$ cat config.mk
export PLATFORM = sky130hd
export DESIGN_NAME = imu_frame_serializer
export DESIGN_NICKNAME = d
export VERILOG_FILES = /design/src/rtl/ifs_pkg.sv /design/src/rtl/ifs_fifo.sv /design/src/rtl/ifs_front.sv /design/src/rtl/ifs_back.sv /design/src/rtl/imu_frame_serializer.sv
export SDC_FILE = /design/constraint.sdc
export NUM_CORES = 1
export LEC_CHECK = 0
export ABC_AREA = 1
export BUFFER_PORTS_ARGS = -buffer_cell sky130_fd_sc_hd__buf_2
export CORE_ASPECT_RATIO = 2
export CORE_MARGIN = 8
export CORE_UTILIZATION = 40
export DETAILED_ROUTE_END_ITERATION = 12
export SLEW_MARGIN = 10
export SYNTH_ARGS = -nofsm -noshare
export SYNTH_HDL_FRONTEND = slang
export SYNTH_SLANG_ARGS = --single-unit
$ cat constraint.sdc
create_clock -name clock -period 10 [get_ports clock]
set_input_delay 0.5 -clock clock [delete_from_list [all_inputs] [get_ports clock]]
set_output_delay 0.5 -clock clock [all_outputs]
set_load 0.005 [all_outputs]
$ cat src/rtl/ifs_pkg.sv
// Types and constants shared by the frame serializer modules.
package ifs_pkg;

   localparam int unsigned BYTES_PER_ITEM = 12;
   localparam int unsigned SYNC_BYTES     = 2;
   localparam int unsigned IDX_W          = $clog2(BYTES_PER_ITEM + 1);

   typedef logic [IDX_W-1:0] idx_type;

   localparam idx_type LAST_DATA_IDX = IDX_W'(BYTES_PER_ITEM - 1);
   localparam idx_type CHECKSUM_IDX  = IDX_W'(BYTES_PER_ITEM);
   localparam idx_type FIRST_XOR_IDX = IDX_W'(SYNC_BYTES);

   localparam logic [7:0] SYNC_FIRST   = 8'hA5;
   localparam logic [7:0] SYNC_SECOND  = 8'h5A;
   localparam logic [7:0] OVERFLOW_BIT = 8'h01;

   typedef enum logic {
      OP_HEADER = 1'b0,
      OP_SAMPLE = 1'b1
   } op_type;

   // one queued item: preformatted bytes, byte 0 in the low bits
   typedef struct packed {
      logic                          is_header;
      logic                          close;
      logic [BYTES_PER_ITEM*8-1:0]   data;
   } entry_type;

endpackage

$ cat src/rtl/ifs_fifo.sv
// Small queue of formatted items between the front and back ends.
module ifs_fifo
   import ifs_pkg::*;
#(
   parameter int DEPTH = 2
) (
   input  logic      clock,
   input  logic      reset,
   input  logic      push,
   input  entry_type push_entry,
   output logic      full,
   input  logic      pop,
   output logic      head_valid,
   output entry_type head_entry
);

   localparam int PTR_W = (DEPTH > 1) ? $clog2(DEPTH) : 1;
   localparam int CNT_W = $clog2(DEPTH + 1);

   entry_type          mem_ff [DEPTH];
   logic [PTR_W-1:0]   wr_ptr_ff, wr_ptr_in;
   logic [PTR_W-1:0]   rd_ptr_ff, rd_ptr_in;
   logic [CNT_W-1:0]   count_ff, count_in;

   assign full       = (count_ff == CNT_W'(DEPTH));
   assign head_valid = (count_ff != '0);
   assign head_entry = mem_ff[rd_ptr_ff];

   always_comb begin
      wr_ptr_in = wr_ptr_ff;
      rd_ptr_in = rd_ptr_ff;
      count_in  = count_ff;
      if (push) begin
         wr_ptr_in = (wr_ptr_ff == PTR_W'(DEPTH - 1)) ? '0 : wr_ptr_ff + PTR_W'(1);
      end
      if (pop) begin
         rd_ptr_in = (rd_ptr_ff == PTR_W'(DEPTH - 1)) ? '0 : rd_ptr_ff + PTR_W'(1);
      end
      if (push && !pop) begin
         count_in = count_ff + CNT_W'(1);
      end else if (pop && !push) begin
         count_in = count_ff - CNT_W'(1);
      end
   end

   always_ff @(posedge clock) begin
      if (reset) begin
         wr_ptr_ff <= '0;
         rd_ptr_ff <= '0;
         count_ff  <= '0;
      end else begin
         wr_ptr_ff <= wr_ptr_in;
         rd_ptr_ff <= rd_ptr_in;
         count_ff  <= count_in;
      end
   end

   always_ff @(posedge clock) begin
      if (push) begin
         mem_ff[wr_ptr_ff] <= push_entry;
      end
   end

endmodule

$ cat src/rtl/ifs_front.sv
// Front end: accepts words, tracks frame state and formats queue entries.
module ifs_front
   import ifs_pkg::*;
(
   input  logic               clock,
   input  logic               reset,
   input  logic               req_valid,
   output logic               req_stall,
   input  logic               req_op,
   input  logic [31:0]        req_frame_seq,
   input  logic [7:0]         req_sample_count,
   input  logic               req_overflow_flag,
   input  logic [31:0]        req_drain_time_us,
   input  logic signed [15:0] req_accel_x,
   input  logic signed [15:0] req_accel_y,
   input  logic signed [15:0] req_accel_z,
   input  logic signed [15:0] req_gyro_x,
   input  logic signed [15:0] req_gyro_y,
   input  logic signed [15:0] req_gyro_z,
   input  logic               full,
   output logic               push,
   output entry_type          push_entry
);

   logic       frame_open_ff, frame_open_in;
   logic [7:0] samples_left_ff, samples_left_in;
   logic [7:0] left_dec;
   logic [7:0] flag_byte;
   logic       accept;
   logic       is_header;

   assign req_stall = full;
   assign accept    = req_valid && !full;
   assign is_header = (op_type'(req_op) == OP_HEADER);
   assign left_dec  = samples_left_ff - 8'd1;
   assign flag_byte = req_overflow_flag ? OVERFLOW_BIT : 8'h00;

   always_comb begin
      frame_open_in        = frame_open_ff;
      samples_left_in      = samples_left_ff;
      push                 = 1'b0;
      push_entry.is_header = is_header;
      if (is_header) begin
         push_entry.close = (req_sample_count == 8'd0);
         push_entry.data  = {req_drain_time_us, flag_byte, req_sample_count,
                             req_frame_seq, SYNC_SECOND, SYNC_FIRST};
      end else begin
         push_entry.close = (left_dec == 8'd0);
         push_entry.data  = {req_gyro_z, req_gyro_y, req_gyro_x,
                             req_accel_z, req_accel_y, req_accel_x};
      end
      if (accept) begin
         if (is_header) begin
            push            = 1'b1;
            frame_open_in   = (req_sample_count != 8'd0);
            samples_left_in = req_sample_count;
         end else if (frame_open_ff) begin
            push            = 1'b1;
            frame_open_in   = (left_dec != 8'd0);
            samples_left_in = left_dec;
         end
      end
   end

   always_ff @(posedge clock) begin
      if (reset) begin
         frame_open_ff   <= 1'b0;
         samples_left_ff <= '0;
      end else begin
         frame_open_ff   <= frame_open_in;
         samples_left_ff <= samples_left_in;
      end
   end

endmodule

$ cat src/rtl/ifs_back.sv
// Back end: walks the head entry byte by byte, keeps the XOR, drives the output.
module ifs_back
   import ifs_pkg::*;
(
   input  logic      clock,
   input  logic      reset,
   input  logic      head_valid,
   input  entry_type head_entry,
   output logic      pop,
   output logic      rsp_valid,
   input  logic      rsp_stall,
   output logic [7:0] rsp_out_byte,
   output logic      rsp_end_of_frame,
   output logic      rsp_last_of_run
);

   idx_type    idx_ff, idx_in;
   logic [7:0] xor_ff, xor_in;
   logic       rsp_valid_ff, rsp_valid_in;
   logic [7:0] byte_ff, byte_in;
   logic       eof_ff, eof_in;
   logic       last_ff, last_in;

   logic [7:0] data_bytes [BYTES_PER_ITEM];
   logic [7:0] xor_base;
   logic       load, emit, xor_take, is_checksum;

   always_comb begin
      for (int i = 0; i < BYTES_PER_ITEM; i++) begin
         data_bytes[i] = head_entry.data[i*8 +: 8];
      end
   end

   assign load        = !rsp_valid_ff || !rsp_stall;
   assign emit        = load && head_valid;
   assign is_checksum = (idx_ff == CHECKSUM_IDX);
   assign xor_base    = (head_entry.is_header && idx_ff == '0) ? 8'h00 : xor_ff;
   assign xor_take    = !is_checksum && !(head_entry.is_header && idx_ff < FIRST_XOR_IDX);
   assign pop         = emit && last_in;

   always_comb begin
      byte_in      = is_checksum ? xor_base : data_bytes[idx_ff];
      eof_in       = is_checksum;
      last_in      = head_entry.close ? is_checksum : (idx_ff == LAST_DATA_IDX);
      idx_in       = idx_ff;
      xor_in       = xor_ff;
      rsp_valid_in = load ? head_valid : rsp_valid_ff;
      if (emit) begin
         idx_in = last_in ? '0 : idx_ff + IDX_W'(1);
         xor_in = xor_take ? (xor_base ^ byte_in) : xor_base;
      end
   end

   always_ff @(posedge clock) begin
      if (reset) begin
         idx_ff       <= '0;
         xor_ff       <= '0;
         rsp_valid_ff <= 1'b0;
      end else begin
         idx_ff       <= idx_in;
         xor_ff       <= xor_in;
         rsp_valid_ff <= rsp_valid_in;
      end
   end

   always_ff @(posedge clock) begin
      if (emit) begin
         byte_ff <= byte_in;
         eof_ff  <= eof_in;
         last_ff <= last_in;
      end
   end

   assign rsp_valid        = rsp_valid_ff;
   assign rsp_out_byte     = byte_ff;
   assign rsp_end_of_frame = eof_ff;
   assign rsp_last_of_run  = last_ff;

endmodule

$ cat src/rtl/imu_frame_serializer.sv
// Top level of the motion-sensor frame serializer.
// Each header or sample word becomes 12 output bytes, 13 when it closes a frame with the
// XOR checksum byte; bytes leave through a registered output at one per cycle while
// rsp_stall is low, walked out of the queue head byte by byte by the back end.
// A sample word with no open frame is taken but produces nothing. The front
// end accepts words into a queue of QUEUE_DEPTH formatted entries, so input is taken
// while earlier words are still being sent; req_stall rises only when that queue is full.
module imu_frame_serializer
   import ifs_pkg::*;
#(
   parameter int QUEUE_DEPTH = 2
) (
   input  logic               clock,
   input  logic               reset,
   input  logic               req_valid,
   output logic               req_stall,
   input  logic               req_op,
   input  logic [31:0]        req_frame_seq,
   input  logic [7:0]         req_sample_count,
   input  logic               req_overflow_flag,
   input  logic [31:0]        req_drain_time_us,
   input  logic signed [15:0] req_accel_x,
   input  logic signed [15:0] req_accel_y,
   input  logic signed [15:0] req_accel_z,
   input  logic signed [15:0] req_gyro_x,
   input  logic signed [15:0] req_gyro_y,
   input  logic signed [15:0] req_gyro_z,
   output logic               rsp_valid,
   input  logic               rsp_stall,
   output logic [7:0]         rsp_out_byte,
   output logic               rsp_end_of_frame,
   output logic               rsp_last_of_run
);

   logic      push, full, pop, head_valid;
   entry_type push_entry, head_entry;

   ifs_front u_front (
      .clock             (clock),
      .reset             (reset),
      .req_valid         (req_valid),
      .req_stall         (req_stall),
      .req_op            (req_op),
      .req_frame_seq     (req_frame_seq),
      .req_sample_count  (req_sample_count),
      .req_overflow_flag (req_overflow_flag),
      .req_drain_time_us (req_drain_time_us),
      .req_accel_x       (req_accel_x),
      .req_accel_y       (req_accel_y),
      .req_accel_z       (req_accel_z),
      .req_gyro_x        (req_gyro_x),
      .req_gyro_y        (req_gyro_y),
      .req_gyro_z        (req_gyro_z),
      .full              (full),
      .push              (push),
      .push_entry        (push_entry)
   );

   ifs_fifo #(
      .DEPTH (QUEUE_DEPTH)
   ) u_fifo (
      .clock      (clock),
      .reset      (reset),
      .push       (push),
      .push_entry (push_entry),
      .full       (full),
      .pop        (pop),
      .head_valid (head_valid),
      .head_entry (head_entry)
   );

   ifs_back u_back (
      .clock            (clock),
      .reset            (reset),
      .head_valid       (head_valid),
      .head_entry       (head_entry),
      .pop              (pop),
      .rsp_valid        (rsp_valid),
      .rsp_stall        (rsp_stall),
      .rsp_out_byte     (rsp_out_byte),
      .rsp_end_of_frame (rsp_end_of_frame),
      .rsp_last_of_run  (rsp_last_of_run)
   );

endmodule

==> metrics.md, run 1 <==
| Metric | Value |
|---|---|
| Count of pins over their slew limit | `0` |
| PnR worst setup slack | `~6.4 ns` |
| Number of diodes | `0` |
| Yosys top cell area share | `56.9%` |
| Crit path DAT | `approximately 3.7 ns` |
| Tcrit/Tclk final | `between 30% and 40%` |
| Setup crit start kind | `input port` |
| Worst-skew pair later-pin latency | `~0.5 ns` |
| Overflow after GRT | `0` |
| Die width | `133 um` |
| Cell count along the critical path | `7` |
| Post-Synth Adder-Cell Area | `0.575%` |
| CP Buf/Inv Count | `4` |
| Routed Antenna Nets | `0` |
| Asr flop ratio synth | `0%` |
| Routability-driven placement congestion ratio | `0.833` |
| Crit end category | `flop` |
| Min Tclk post-route | `3.62 ns` |
| Area of the multi-input gates | `roughly 3500 um2` |
| Reg clk slew, reported paths | `0.06 ns` |
| Final Hold Fails | `0` |
| Synth area leader | `edfxtp_1` |
| Max-cap violations | `0` |
| Syn nets | `1333` |
| Combinational share of power | `27.9%` |
| Fin util | `47.4%` |
| Number of synthesized flops with an enable pin | `206` |
| Gate count of the mapped netlist | `1154` |
| Via count | `8222` |
| Slowest-stage cell, CP | `buf_4` |
| Largest family of logic cells by synthesized area | `simple AND/OR/NAND/NOR gates` |
| Gr usage total | `between 10% and 20%` |
| Mean Syn Cell Area | `about 9.4 um2` |
| Layout Area Growth over Synthesis | `17.0%` |
| Hpwl dp | `around 19000 um` |
| WP data required | `10.10 ns` |
| Register area | `about 6700 um2` |
| Clock sink count | `roughly 230` |
| Top cells by area, synth | `edfxtp_1 (57%), nand2_1 (13%), dfxtp_1 (5.0%)` |
| IO buf count | `between 150 and 200` |
| Synth unique cells | `38` |
| FF-to-FF End | `u_fifo.mem_ff[1][65]$_DFFE_PP_` |
| Crit path max-delay family | `buffers and inverters` |
| Initial antenna violation count | `0` |
| Yosys warns | `0` |
| Die height | `249 um` |
| Reg2reg start | `u_fifo.count_ff[0]$_SDFFE_PP0P_` |
| RSZ-0062 raised after global routing | `false` |
| Clock share of power | `29.2%` |
| Worst r2r path cells | `5` |
| Hold-fix buffers, CTS | `0` |
| Power density cells | `between 200 and 250 nW/um2` |
| Post-CTS Setup Inserts | `0` |
| Share of layout cells above drive strength 1 | `19.3%` |
| Detailed Routing Iterations Pass 1 | `4` |
| Setup_tns | `0 ns` |
| Synth Area in Simple Gates | `between 20% and 30%` |
| Setup-failing EPs final | `0` |
| Initial Util | `40.6%` |
| Least-Margin Pin Slew | `1.07 ns` |
| Iter 0 DRT Violations | `452` |
| Largest stage delay, worst path | `0.91 ns` |
| Vias/cell | `between 4 and 5` |
| Io pins | `186` |
| Drt wl/cell | `16.6 um` |
| Internal power | `0.00201 W` |
| Switching Fraction | `~32%` |
| Post-Synth XOR/XNOR Area | `0.644%` |
| Hold Path Cell Cnt | `2` |
| Sequential power share | `approximately 43%` |
| Pin count of the biggest net entering global routing | `96` |
| Routed WL | `27700 um` |
| Vias in the first global route | `8328` |
| Worst R2R Setup Slack | `6.39 ns` |
| First-pass GRT wire length | `43500 um` |
| Num rows | `85` |
| Hold_ws | `0.224 ns` |
| Slew margin rel. | `28.9%` |
| Critical path class | `in -> reg` |
| DR DRC count | `0` |
| Root buf cell | `clkbuf_16` |
| Switching power | `0.000956 W` |
| CTS tree | `yes` |
| Yosys reg bits | `between 200 and 250` |
| Status | `finished, final reports clean` |
| Resized Gates After CTS | `0` |
| Hold wc startpoint | `reset` |
| Crit path cell chain | `buf_4 -> inv_2 -> nor2_1 -> nor2_1 -> inv_1 -> nor2_4 -> buf_4` |
| Leakage | `5.48 nW` |
| Place WS | `5.81 ns` |
| Hold Crit Endpoint | `u_front.frame_open_ff$_SDFFE_PP0P_` |
| Sequential area share after synthesis | `61.9%` |
| CTS Buf Count | `21` |
| F_max | `~280 MHz` |
| Placeable Area | `26800 um2` |
| Min-Delay Path Class | `in -> reg` |
| Die area | `33000 um2` |
| Max IR drop VDD | `between 0.0001 and 0.00015 V` |
| H-tree Lvls | `1` |
| CTS Buffer Depth | `3` |
| Layout fillers | `2548` |
| Multiplexer share of the synthesized area | `0.0921%` |
| Most used DFF post-synth | `edfxtp_1` |
| Compound-Gate Fraction of Synth Area | `under 10%` |
| Final net count | `1488` |
| Clock Skew | `between 0.01 and 0.015 ns` |
| Synth Cell Area | `10900 um2` |
| CP max FO | `95` |
## synth_stat cells (10+ instances only)
library cell	number
buf_2	20
edfxtp_1	206
nand3_1	91
o211ai_1	23
o21ai_1	21
clkbuf_1	21
inv_1	90
dfxtp_1	27
buf_6	10
a21oi_1	19
nor2_1	123
nand2_1	389
o21ai_0	49
## layout by cell type, fill, tap and decap left out, drive strengths merged
master  synthesis  layout
or3             1       1
mux2i           1       1
o21ai          72      72
a31oi           7       7
xnor2           3       3
o211ai         23      23
a211oi          1       1
nor2          125     125
xor2            5       5
o21bai          3       3
buf            40     193
ha              5       5
nand3          93      93
bufinv          0       5
a21oi          20      20
nor4            2       2
nand4           2       2
or2             8       8
inv            94      93
dfxtp          27      27
clkinv          0       7
nor3            4       4
edfxtp        206     206
nand2         391     391
clkbuf         21      26
## routing by layer
metal	part of all wire (%)	up-vias	track usage (%)	wire length, um
li1	-	4123	-	-
met1	36	3825	16.6	9870
met2	55	211	31.2	15200
met3	3.5	63	2.08	967
met4	6.2	0	10.4	1710
met5	0	-	0	0
## per-stage QoR
stage	instance area (um2)	instances	total power (W)
after global routing	12700	1671	0.00314
final	12700	1671	0.00296
after CTS	12700	1671	0.00301
after floorplan	10900	1154	0.00187
after detailed placement	12000	1634	0.00214
after global placement	12000	1634	0.00212
## power groups by stage
stage,combinational [W],sequential (W),clock [W]
4_1_cts,0.000850,0.00127,0.000883
6_report,0.000827,0.00127,0.000864
3_5_place_dp,0.000846,0.00129,0
2_1_floorplan,0.000589,0.00128,0
5_1_grt,0.000938,0.00128,0.000919
3_3_place_gp,0.000831,0.00129,0
## flip-flops by register name, summed over array words and instances, names as in the netlist, named ones only
name                     count
u_back.rsp_end_of_frame      1
u_front.frame_open_ff        1
u_fifo.wr_ptr_ff             1
u_back.xor_ff                8
u_back.rsp_valid             1
u_back.rsp_out_byte          8
u_fifo.count_ff              2
u_fifo.mem_ff              196
u_fifo.rd_ptr_ff             1
u_back.idx_ff                4
u_front.samples_left_ff      8
u_back.rsp_last_of_run       1
## worst max path at each step
stage	end	slack [ns]	startpoint
global route	u_fifo.mem_ff[0][63]$_DFFE_PP_	6.04	req_op
global placement	u_fifo.mem_ff[1][49]$_DFFE_PP_	5.87	req_op
floorplan	u_fifo.mem_ff[1][0]$_DFFE_PP_	4.30	req_op
CTS	u_fifo.mem_ff[1][81]$_DFFE_PP_	6.33	req_op
finish	u_fifo.mem_ff[1][65]$_DFFE_PP_	6.38	req_op
detailed placement	u_fifo.mem_ff[1][89]$_DFFE_PP_	5.81	req_op
## cell type report
type | instances | share of cell area, %
Inverter | 94 | 2.78
Timing Repair Buffer | 193 | 7.77
Tap cell | 348 | 3.42
Sequential cell | 233 | 52.9
Multi-Input combinational cell | 766 | 27.2
Clock buffer | 26 | 4.44
Clock inverter | 11 | 1.44
## kinds of logic (layout without fill, tap and decap cells)
group / count (synthesis) / after routing
buf+inv: 155 / 324
mux: 1 / 1
simple gates: 626 / 626
fa+ha+maj: 5 / 5
compound gates: 126 / 126
xor+xnor: 8 / 8
flops: 233 / 233
Power figures use the tool's default switching activity.
==> run 2, diff against run 1 <==
==> constraint.sdc (replaced) <==
create_clock -name clock -period 3.1 [get_ports clock]
set_input_delay 0.155 -clock clock [delete_from_list [all_inputs] [get_ports clock]]
set_output_delay 0.155 -clock clock [all_outputs]
set_load 0.005 [all_outputs]
==> run 2 against run 1 <==
Effect of this change:
- via count grew 7.3%
- non-clock buffer count grew 170
- clock skew grew 0.0032 ns
- design area grew 14%
- sequential share of layout area shrank 6.3 points
- cell count grew 10%
- flip-flop and latch count is the same
- hold slack lost 0.21 ns
- clock power grew to 3.1 times the previous value
- count of clock-buffer cells in the layout shrank 1
- critical path type is now reg -> reg
==> metrics.md, run 2 (synthesis results as in run 1) <==
| Metric | Value |
|---|---|
| Initial antenna violation count | `1` |
| Initial Util | `40.6%` |
| Crit end category | `flop` |
| Largest stage delay, worst path | `0.68 ns` |
| Layout Area Growth over Synthesis | `32.8%` |
| Least-Margin Pin Slew | `0.777 ns` |
| Vias in the first global route | `9085` |
| Hold wc startpoint | `req_frame_seq[15]` |
| FF-to-FF End | `u_fifo.count_ff[1]$_SDFFE_PP0P_` |
| Min-Delay Path Class | `in -> reg` |
| CTS Buf Count | `22` |
| Hold Crit Endpoint | `u_fifo.mem_ff[1][31]$_DFFE_PP_` |
| Overflow after GRT | `0` |
| Root buf cell | `clkbuf_16` |
| Placeable Area | `about 27000 um2` |
| Hold Path Cell Cnt | `3` |
| Clock sink count | `233` |
| Final Hold Fails | `0` |
| Final net count | `1659` |
| Post-CTS Setup Inserts | `0` |
| Die area | `33000 um2` |
| Register area | `just under 7000 um2` |
| Register with the most flip-flops | `u_fifo.mem_ff` |
| Slowest-stage cell, CP | `dfxtp_4` |
| Status | `finished, final reports clean` |
| Count of pins over their slew limit | `0` |
| Routability-driven placement congestion ratio | `0.836` |
| Die height | `about 250 um` |
| H-tree Lvls | `1` |
| Num rows | `85` |
| Setup-failing EPs final | `0` |
| Slew margin rel. | `about 48%` |
| Crit path max-delay family | `compound AO/OA/AOI/OAI gates` |
| CP max FO | `45` |
| CP Buf/Inv Count | `1` |
| Io pins | `186` |
| Fin util | `53.9%` |
| Iter 0 DRT Violations | `~540` |
| Pin count of the biggest net entering global routing | `between 70 and 80` |
| Drt wl/cell | `between 15 and 20 um` |
| Via count | `8821` |
| Crit path DAT | `2.69 ns` |
| Hold-fix buffers, CTS | `158` |
| Max-cap violations | `0` |
| Detailed Routing Iterations Pass 1 | `6` |
| Worst R2R Setup Slack | `0.81 ns` |
| Hpwl dp | `19900 um` |
| Hold_ws | `0.0119 ns` |
| Worst r2r path cells | `10` |
| Die width | `about 130 um` |
| Leakage | `6.23 nW` |
| Share of layout cells above drive strength 1 | `18.2%` |
| Reg clk slew, reported paths | `around 0.070 ns` |
| IO buf count | `185` |
| Most common cell after layout, fill and taps aside | `nand2_1` |
| Resized Gates After CTS | `0` |
| Routed Antenna Nets | `0` |
| DR DRC count | `0` |
| WP data required | `3.50 ns` |
| Layout fillers | `2429` |
| CTS Buffer Depth | `3` |
| Worst-skew pair later-pin latency | `a little over 0.5 ns` |
| Max IR drop VDD | `0.000445 V` |
| RSZ-0062 raised after global routing | `false` |
| F_max | `436 MHz` |
| Commonest cells after routing, fill and taps aside | `nand2_1 (389), edfxtp_1 (206), buf_2 (184), dlygate4sd3_1 (158), nor2_1 (121)` |
| Power density cells | `~670 nW/um2` |
| Min Tclk post-route | `2.29 ns` |
| Clock Skew | `0.0171 ns` |
| First-pass GRT wire length | `around 47000 um` |
| Crit path cell chain | `clkinv_2 -> nand2_1 -> a21oi_2 -> a31oi_4 -> nand2_4 -> ha_1 -> a21oi_1 -> o21ai_0 -> o21ai_0 -> a21oi_1` |
| Gr usage total | `17.6%` |
| Critical path class | `reg -> reg` |
| Setup_tns | `0 ns` |
| Area of the multi-input gates | `3460 um2` |
| Routed WL | `29300 um` |
| Tcrit/Tclk final | `73.9%` |
| Setup crit start kind | `flop` |
| Max FFs per register | `196` |
| CTS tree | `yes` |
| Vias/cell | `4.78` |
run 2: cell count changes in the layout (fill, tap and decap cells not counted), moves of 2 or more:
cell           delta
buf_12            +5
buf_4             +7
bufinv_16         -3
clkbuf_1          -2
clkbuf_16         +2
clkinv_2          +3
clkinvlp_4        +4
dlygate4sd3_1   +158
run 2: final cells by class:
class	count	area share (%)
diodes	1	0.0173
well taps	348	3.02
repair buffers	363	18.9
flip-flops and latches	233	46.6
clock buffers	25	4.11
multi-input cells	766	24.0
inverters	94	2.45
clock inverters	15	0.953
run 2: power by group:
part	total (W)	internal, W	leakage (nW)	switching [W]
sequential	0.00410	0.00392	2.13	0.000189
clock	0.00271	0.00155	0.354	0.00116
combinational	0.00290	0.00107	3.75	0.00183
run 2: worst register-to-register path, cell delays in order (launching register included):
cell and delay, ns:
dfxtp_4 0.68, clkinv_2 0.20, nand2_1 0.18, a21oi_2 0.09, a31oi_4 0.18, nand2_4 0.10
ha_1 0.31, a21oi_1 0.11, o21ai_0 0.11, o21ai_0 0.16, a21oi_1 0.05
run 2: per-stage QoR:
stage | power (W) | instance area, um2 | instances | worst slack [ns]
after floorplan | 0.00600 | 10900 | 1154 | -0.805
after global placement | 0.00689 | 12100 | 1646 | 0.836
after detailed placement | 0.00694 | 12100 | 1646 | 0.827
after CTS | 0.00982 | 14400 | 1844 | 0.811
after global routing | 0.0103 | 14400 | 1845 | 0.648
final | 0.00971 | 14400 | 1845 | 0.809
run 2: layer usage:
metal | GRT usage, % | share of wire [%] | vias to the layer above
met2 | 33.9 | 55 | 199
met4 | 9.89 | 5.1 | 0
met5 | 0 | 0 | -
met1 | 17.4 | 37 | 4093
li1 | - | - | 4469
met3 | 2.50 | 3.3 | 60
run 2: how the worst max path moves through the flow:
stage | depth (start not counted) | to | start
2_1_floorplan | 4 | u_fifo.mem_ff[1][0]$_DFFE_PP_ | u_fifo.count_ff[0]$_SDFFE_PP0P_
3_3_place_gp | 10 | u_fifo.count_ff[1]$_SDFFE_PP0P_ | flop
3_5_place_dp | 10 | u_fifo.count_ff[1]$_SDFFE_PP0P_ | flop
4_1_cts | 10 | u_fifo.count_ff[1]$_SDFFE_PP0P_ | flop
5_1_grt | 10 | u_fifo.count_ff[1]$_SDFFE_PP0P_ | flop
6_report | 10 | u_fifo.count_ff[1]$_SDFFE_PP0P_ | flop
==> run 3, diff against run 2 <==
==> constraint.sdc (replaced) <==
create_clock -name clock -period 2.1 [get_ports clock]
set_input_delay 0.105 -clock clock [delete_from_list [all_inputs] [get_ports clock]]
set_output_delay 0.105 -clock clock [all_outputs]
set_load 0.005 [all_outputs]
==> run 3 against run 2 <==
Effect of this change:
- die area stayed put
- cell count up 0.76%
- core utilization increased by 0.62 points
- design area is 1.1% higher
==> metrics.md, run 3 (synthesis results as in run 1) <==
| Metric | Value |
|---|---|
| Status | `finished, final reports clean` |
| Internal power | `about 0.0096 W` |
| Pin count of the biggest net entering global routing | `95` |
| Io pins | `approximately 190` |
| Most common cell after layout, fill and taps aside | `nand2_1` |
| Vias/cell | `around 4.8` |
| Vias in the first global route | `9231` |
| Drt wl/cell | `15.9 um` |
| Power Total | `approximately 0.014 W` |
| PnR worst setup slack | `0.136 ns` |
| Crit end category | `flop` |
| Routed Antenna Nets | `0` |
| CP max FO | `60` |
| Register with the most flip-flops | `u_fifo.mem_ff` |
| Initial antenna violation count | `0` |
| IO buf count | `approximately 190` |
| Switching power | `0.00467 W` |
| Detailed Routing Iterations Pass 1 | `4` |
| Hpwl dp | `20000 um` |
| Setup-failing EPs final | `0` |
| DR DRC count | `0` |
| Die area | `33000 um2` |
| Die width | `approximately 130 um` |
| Clock Skew | `between 0.009 and 0.01 ns` |
| Hold wc startpoint | `req_gyro_x[2]` |
| Iter 0 DRT Violations | `582` |
| CTS tree | `yes` |
| Commonest cells after routing, fill and taps aside | `nand2_1 (389), edfxtp_1 (206), buf_2 (184), dlygate4sd3_1 (168), nor2_1 (120)` |
| WP data required | `2.48 ns` |
| Final Hold Fails | `0` |
| Final net count | `around 1.7k` |
| Switching Fraction | `32.8%` |
| Slew margin rel. | `50.4%` |
| Critical path class | `reg -> reg` |
| Min-Delay Path Class | `in -> reg` |
| Die height | `249 um` |
| Layout fillers | `2452` |
| Share of layout cells above drive strength 1 | `18.7%` |
| H-tree Lvls | `1` |
| Tcrit/Tclk final | `93.5%` |
| Count of pins over their slew limit | `0` |
| First-pass GRT wire length | `46700 um` |
| Combinational share of power | `31.6%` |
| Reg clk slew, reported paths | `0.07 ns` |
| Gr usage total | `17.5%` |
| Placeable Area | `around 27000 um2` |
| Clock sink count | `233` |
| Crit path DAT | `2.35 ns` |
| Via count | `around 9k` |
| Overflow after GRT | `0` |
| Power density cells | `between 900 and 1000 nW/um2` |
| Routability-driven placement congestion ratio | `about 0.8` |
| Least-Margin Pin Slew | `0.744 ns` |
| Sequential power share | `42.2%` |
| Place WS | `0.127 ns` |
| Layout Area Growth over Synthesis | `34.3%` |
| CTS Buffer Depth | `3` |
| Number of diodes | `0` |
| Max-cap violations | `0` |
| Initial Util | `40.6%` |
| Max FFs per register | `196` |
| Root buf cell | `clkbuf_16` |
| Clock share of power | `26.2%` |
| CTS Buf Count | `21` |
| Max IR drop VDD | `0.000644 V` |
| Routed WL | `between 20000 and 30000 um` |
| Worst-skew pair later-pin latency | `0.49 ns` |
| Setup crit start kind | `flop` |
| Min Tclk post-route | `slightly below 2 ns` |
| Num rows | `85` |
| Reg2reg start | `u_back.idx_ff[0]$_SDFFE_PP0P_` |
| Crit path launch | `u_back.idx_ff[0]$_SDFFE_PP0P_` |
| Leakage | `6.29 nW` |
| F_max | `509 MHz` |
| Hold_ws | `0.0208 ns` |
run 3: layer usage:
metal  track usage, %  up-vias  share of wire [%]
met4             6.04        0                2.9
met5                0        -                  0
met2             35.2      206                 57
met3             2.10       48                3.5
li1                 -     4504                  -
met1             17.6     4156                 36
run 3: timing repair:
action / CTS / global route
hold buffers: 167 / 1
gates resized for setup: 0 / 3
endpoints found under the setup margin: 0 / 1
hold endpoints to repair: 195 / 2
buffers inserted: 0 / 0
run 3: power groups by stage:
| stage | Clock [W] | Combinational, W | Sequential (W) |
|---|---|---|---|
| 2_1_floorplan | 0 | 0.00283 | 0.00605 |
| 3_3_place_gp | 0 | 0.00424 | 0.00611 |
| 3_5_place_dp | 0 | 0.00430 | 0.00613 |
| 4_1_cts | 0.00380 | 0.00460 | 0.00603 |
| 5_1_grt | 0.00398 | 0.00504 | 0.00606 |
| 6_report | 0.00373 | 0.00451 | 0.00602 |
run 3: critical path, cell delays in order (launching register included):
cell and delay, ns:
dfxtp_2 0.33, buf_4 0.52, o21ai_0 0.21, o211ai_1 0.30
nand3_1 0.13, nand3_1 0.13, nand3_1 0.08, nand2_1 0.06
nor2_1 0.05
run 3: stage by stage:
| stage | instance area (um2) | TNS [ns] | util [%] | cells |
|---|---|---|---|---|
| final | 14600 | 0 | 54.5 | 1859 |
| after detailed placement | 12300 | 0 | 45.7 | 1654 |
| after CTS | 14600 | 0 | 54.4 | 1858 |
| after global placement | 12300 | 0 | 45.7 | 1654 |
| after global routing | 14600 | -0.00529 | 54.5 | 1859 |
| after floorplan | 10900 | -101.32 | - | 1154 |
run 3: worst paths after layout:
path,endpoint,slack [ns],cells past startpoint
min reg2reg,u_front.frame_open_ff$_SDFFE_PP0P_,0.47,2
max,u_back.xor_ff[2]$_SDFFE_PP0P_,0.14,8
min,u_fifo.mem_ff[0][50]$_DFFE_PP_,0.02,3
max reg2reg,u_back.xor_ff[2]$_SDFFE_PP0P_,0.14,8
run 3: area by class of cell:
type	instances	area, um2	share of cell area [%]
clock buffers	26	544	3.73
repair buffers	381	2930	20.1
inverters	94	357	2.44
well taps	348	435	2.98
flip-flops and latches	233	6740	46.1
multi-input cells	766	3480	23.8
clock inverters	11	114	0.780
